`config.mk`:
```
export PLATFORM = sky130hd
export DESIGN_NAME = nlj_ctrl
export DESIGN_NICKNAME = d
export VERILOG_FILES = /design/src/rtl/nlj_pkg.sv /design/src/rtl/nlj_ctrl.sv
export SDC_FILE = /design/constraint.sdc
export NUM_CORES = 1
export LEC_CHECK = 0
export BUFFER_PORTS_ARGS = -buffer_cell sky130_fd_sc_hd__buf_2
export CORE_AREA = 5 5 42 44
export DETAILED_ROUTE_END_ITERATION = 6
export DIE_AREA = 0 0 47 49
export GPL_TIMING_DRIVEN = 0
export PLACE_DENSITY = 0.34
export SYNTH_ARGS = -nofsm -noshare
export SYNTH_HDL_FRONTEND = slang
export SYNTH_SLANG_ARGS = --single-unit
```
`constraint.sdc`:
```
create_clock -name clk -period 3.17 [get_ports clk]
set_clock_uncertainty 0.2 [all_clocks]
set_input_delay 0.317 -clock clk [delete_from_list [all_inputs] [get_ports clk]]
set_output_delay 0.317 -clock clk [all_outputs]
set_load 0.005 [all_outputs]
```
`src/rtl/nlj_pkg.sv`:
```
// Shared types, constants and the comparison function of the nested loop join matcher.
`default_nettype none
package nlj_pkg;

	localparam int ROWS      = 1024;
	localparam int BATCH     = 64;
	localparam int KEY_WIDTH = 32;

	localparam int ADDR_W  = $clog2(ROWS);
	localparam int CNT_W   = $clog2(ROWS + 1);
	localparam int BATCH_W = $clog2(BATCH + 1);
	localparam int ROW_W   = 2 * KEY_WIDTH + 2;
	localparam int IDX_W   = 10;

	localparam logic [1:0] REQ_LOAD_LEFT  = 2'd0;
	localparam logic [1:0] REQ_LOAD_RIGHT = 2'd1;
	localparam logic [1:0] REQ_RUN        = 2'd2;
	localparam logic [1:0] REQ_CLEAR      = 2'd3;

	localparam logic [2:0] OP_EQ       = 3'd0;
	localparam logic [2:0] OP_NE       = 3'd1;
	localparam logic [2:0] OP_LT       = 3'd2;
	localparam logic [2:0] OP_GT       = 3'd3;
	localparam logic [2:0] OP_LE       = 3'd4;
	localparam logic [2:0] OP_GE       = 3'd5;
	localparam logic [2:0] OP_DISTINCT = 3'd6;

	localparam logic [1:0] CFG_FIRST_OP   = 2'd0;
	localparam logic [1:0] CFG_SECOND_OP  = 2'd1;
	localparam logic [1:0] CFG_COND_COUNT = 2'd2;
	localparam logic [1:0] CFG_KEYS_SIGN  = 2'd3;

	typedef struct packed {
		logic [1:0]  req_type;
		logic [31:0] key_one;
		logic [31:0] key_two;
		logic        null_one;
		logic        null_two;
	} req_t;

	typedef struct packed {
		logic [IDX_W-1:0] left_index;
		logic [IDX_W-1:0] right_index;
		logic             pair_valid;
		logic             last;
		logic             done_res;
	} res_t;

	typedef struct packed {
		logic load_left;
		logic load_right;
		logic clear;
		logic run_init;
		logic wrap;
		logic compare;
		logic finish;
	} cmd_t;

	typedef struct packed {
		logic scan_ok;
		logic left_end;
		logic right_end;
		logic batch_full;
	} sts_t;

	function automatic logic holds(input logic [2:0] op, input logic [KEY_WIDTH-1:0] a,
			input logic [KEY_WIDTH-1:0] b, input logic na, input logic nb, input logic sgn);
		logic [KEY_WIDTH-1:0] ax;
		logic [KEY_WIDTH-1:0] bx;
		logic                 r;
		ax = a;
		bx = b;
		if (sgn) begin
			ax[KEY_WIDTH-1] = ~a[KEY_WIDTH-1];
			bx[KEY_WIDTH-1] = ~b[KEY_WIDTH-1];
		end
		case (op)
			OP_EQ:       r = !na && !nb && (ax == bx);
			OP_NE:       r = !na && !nb && (ax != bx);
			OP_LT:       r = !na && !nb && (ax < bx);
			OP_GT:       r = !na && !nb && (ax > bx);
			OP_LE:       r = !na && !nb && (ax <= bx);
			OP_GE:       r = !na && !nb && (ax >= bx);
			OP_DISTINCT: r = (na != nb) || (!na && !nb && (a != b));
			default:     r = 1'b0;
		endcase
		return r;
	endfunction

endpackage
`default_nettype wire

```
`src/rtl/nlj_ctrl.sv`:
```
// Controller state machine that sequences loads, clears and pair scans.
`default_nettype none
module nlj_ctrl (
	input  wire logic          clk,
	input  wire logic          arst_n,
	input  wire logic          start,
	input  wire logic [1:0]    req_type,
	input  wire nlj_pkg::sts_t sts,
	output nlj_pkg::cmd_t      cmd,
	output logic               busy
);

	typedef enum logic [1:0] {
		S_IDLE,
		S_STEP,
		S_CMP,
		S_FIN
	} state_t;

	state_t state_q;
	state_t state_d;

	always_comb begin
		cmd     = '0;
		state_d = state_q;
		case (state_q)
			S_IDLE: begin
				if (start) begin
					case (req_type)
						nlj_pkg::REQ_LOAD_LEFT:  cmd.load_left = 1'b1;
						nlj_pkg::REQ_LOAD_RIGHT: cmd.load_right = 1'b1;
						nlj_pkg::REQ_CLEAR:      cmd.clear = 1'b1;
						default: begin
							cmd.run_init = 1'b1;
							state_d      = sts.scan_ok ? S_STEP : S_FIN;
						end
					endcase
				end
			end
			S_STEP: begin
				if (sts.right_end) begin
					state_d = S_FIN;
				end else if (sts.left_end) begin
					cmd.wrap = 1'b1;
				end else if (sts.batch_full) begin
					state_d = S_FIN;
				end else begin
					state_d = S_CMP;
				end
			end
			S_CMP: begin
				cmd.compare = 1'b1;
				state_d     = S_STEP;
			end
			S_FIN: begin
				cmd.finish = 1'b1;
				state_d    = S_IDLE;
			end
			default: state_d = S_IDLE;
		endcase
	end

	assign busy = (state_q != S_IDLE);

	always_ff @(posedge clk or negedge arst_n) begin
		if (!arst_n) begin
			state_q <= S_IDLE;
		end else begin
			state_q <= state_d;
		end
	end

endmodule
`default_nettype wire

```
Word level (Yosys, flattened, before mapping)

Index checks and enable logic that the tools add are counted.

Multiplexer cells: 18
Add/subtract/negate cells: 0
Shift operators: 0
Div/mod/pow operators: 0
Multiply operators: 0
Reduce and logical (&&, ||, !) cells: 5
Bitwise gates (word level): 0
Eq/ne operators: 8
Order comparisons: 0

Operators with widths:

| kind                 | count |
|---|---|
| $mux W1              | 10 |
| $mux W2              | 5 |
| $mux W4              | 2 |
| $pmux W2 S4          | 1 |
| $eq A2 B2 Y1 const B | 3 |
| $eq A2 B1 Y1 const B | 2 |
| $logic_not A2 Y1     | 2 |
| $ne A2 B2 Y1 const B | 2 |
| $ne A3 B3 Y1 const B | 1 |
| $reduce_and A3 Y1    | 1 |
| $reduce_or A3 Y1     | 1 |
| $reduce_bool A2 Y1   | 1 |

Bits in latches: 0
Flip-flop bits (word level): 2
Memory bits (writable): 0
Memories kept: 0
Logic and storage cells: 32
ROM bits: 0
Output and inout bits: 8

Depth between registers and ports, before layout

Depth after elaboration: 5
Mapped depth: 3
Mapped depth without buffers: 3

Worst setup path after synthesis

OpenSTA, ideal clock, no wires.

Path type: register to output
Start point: register state_q[1]
End point: output cmd[6] (netlist bit)
Data arrival time: 0.993 ns
Path buffers: 0
Slack: 1.660 ns
Required time: 2.653 ns
Stages on the path, launching flop included: 3
Path through: dfrtp_1 nor3b_1 nor3b_1

RTL lines:

| item                   | line           | text |
|---|---|---|
| from (decl)            | nlj_ctrl.sv:20 | `state_t state_q;` |
| from (signal assigned) | nlj_ctrl.sv:69 | `state_q <= state_d;` |
| to (decl)              | nlj_ctrl.sv:9  | `output nlj_pkg::cmd_t cmd,` |

==> metrics <==
dominant synthesized flop cell=dfrtp_1; max_slew headroom=76.0%; Max Fclk=517 MHz; kind of critical path=flip-flop to output port; Int Power=0.135 mW; TritonCTS clock tree=yes; max reg flops=2; most used cell, CP=nor3b_1; largest cells by area after synthesis=dfrtp_1 29%, nor4b_4 14%, a2111oi_2 8.6%; DRT antenna net count=0; syn avg cell area=9.22 µm²; Max-cap violations=0; Max clock buf depth=2; number of synthesized flops with an enable pin=0; Routed WL=592 µm; WP data arrival=1.42 ns; clock root cell=clkbuf_4; RSZ-0062 raised after global routing=false; num ports=17; logic gate share of total power=45.3%; cell family with most CP delay=simple AND/OR/NAND/NOR gates; crit path max fanout=7; Initial DRC Count=3; area leader, netlist=dfrtp_1; Reg power frac=28.3%; sequential cell area fraction in the yosys report=28.6%; worst-skew pair later-pin latency=0.23 ns; Layout fillers=164; layout cells sized above 1=53.8%; Final Power=0.220 mW; Netlist Area Pre-Place=175 µm²; largest net degree at the start of global routing=8; number of port buffers=16; Setup crit start kind=flip-flop; starting density of the core=12.5%; Syn Inst Count=19; Num CTS Buffers=3; flop2flop setup slack=1.76 ns; worst slew pin tran=0.360 ns; number of global-route vias before repair=247; area of the multi-input gates=118 µm²; crit path cell chain=nor3b_1 > nor3b_1 > buf_2; top cell type's share of synthesized area=28.6%; Hold WC Path Type=input port to flip-flop; Setup TNS=0 ns; crit path capture type=output port; number of vias per cell=4.05; post-DP HPWL=484 µm; Top reg by flops=state_q; Psw=0.0854 mW; first-pass GRT wire length=986 µm; Clock Sinks=2; period utilisation layout=61.0%; cts repair resizes=0; GRT Total Usage=5.99%; maximum VDD drop=162 µV; slowest stage cell on the critical path=dfrtp_1; Seq. cell area=50.0 µm²; crit path buf inv count=1; die area=0.00230 mm²; ys async rst share=100%; Clock power frac=26.4%; Die W=47 µm; min Tclk post-route=1.93 ns; Lkg Pwr=0.167 nW; status=completed; Largest regs=state_q: 2 flops; core area=0.00140 mm²; Vert. Die Dim=49 µm; initial antenna violation count=0; H-tree depth=1; FP Rows=14; Area Growth Syn to Fin=75.7%; n_diodes=0; grt total ovfl=0; synth cell count leaders=2 x and3_1, 2 x dfrtp_1, 2 x inv_1, 2 x nor2_1, 2 x nor3b_1; Sw Share=38.8%; RePlAce Congestion=0.778; final net count=50; WL per Instance=10.8 µm; synthesis warning total=0; Netlist cell types=14; WP data required=2.65 ns; CP peak stage delay=0.46 ns; syn_nets=28; Seq cells post-synth=2; drc violations=0; final hold violation count=0; Final Max Slew Viols=0; P per Cell Area=715 mW/mm²; drt pass-1 iters=2; clock-pin slew on the worst setup and hold paths=0.03 ns; vias=223; # setup viols final=0
==> final cells by class <==
type / count / share of cell area [%]
clock buffer: 3 / 7.32
multi-input combinational: 15 / 38.2
inverter: 2 / 2.44
tap: 16 / 6.50
sequential: 2 / 16.3
timing repair buffer: 17 / 29.3
==> cell usage in the layout, fill, tap and decap left out, drive strengths merged, types with 2 or more instances in the layout <==
cell type	count
and3	2
buf	16
clkbuf	3
dfrtp	2
inv	2
nor2	2
nor3b	2
==> power by group through the flow <==
stage,combinational [mW],clock (mW),sequential (mW)
3_5_place_dp,0.101,0,0.0630
5_1_grt,0.112,0.0638,0.0679
4_1_cts,0.102,0.0624,0.0633
3_3_place_gp,0.0973,0,0.0624
2_1_floorplan,0.0636,0,0.0564
6_report,0.0997,0.0582,0.0622
==> routing by layer <==
metal / vias up / track usage [%] / share of wire [%]
li1: 109 / - / -
met1: 97 / 8.15 / 48
met2: 17 / 7.01 / 36
met3: 0 / 2.95 / 15
met4: 0 / 4.15 / 0
met5: - / 0 / 0
==> metrics by stage <==
step	instance area (µm²)	setup slack (ns)	cells	utilization [%]	hold WS, ns
after floorplan	175	1.66	19	-	-0.179
after global placement	275	1.52	51	19.6	-0.0985
after detailed placement	275	1.44	51	19.6	-0.0957
after CTS	308	1.19	55	22.0	0.0859
after global routing	308	1.07	55	22.0	0.0879
final	308	1.24	55	22.0	0.0924
==> worst register-to-register path: stages (launching register included) <==
cell and delay (ns):
dfrtp_1 0.46, or2_1 0.28, a31oi_1 0.24, o21bai_1 0.11
==> path summary, 6_finish.rpt <==
check,depth (start not counted),start,end
setup / recovery,3,state_q[1]$_DFFE_PN0P_,cmd[6]
hold / removal,2,sts[3],state_q[1]$_DFFE_PN0P_
setup reg to reg,3,state_q[1]$_DFFE_PN0P_,state_q[0]$_DFFE_PN0P_
hold reg to reg,1,state_q[1]$_DFFE_PN0P_,state_q[1]$_DFFE_PN0P_
max in group asynchronous,2,arst_n,state_q[1]$_DFFE_PN0P_
min in group asynchronous,2,arst_n,state_q[0]$_DFFE_PN0P_
==> kinds of logic after synthesis <==
family,Yosys count,share of synthesized area (%)
AND/OR/NAND/NOR,11,46.4
buffers and inverters,2,4.29
flip-flops,2,28.6
AO/OA/AOI/OAI,4,20.7
==> timing repair <==
action / in CTS / in global routing
hold endpoints to repair: 2 / 0
buffers inserted: 0 / 0
hold buffers: 1 / 0
(Power assumes the default switching activity.)
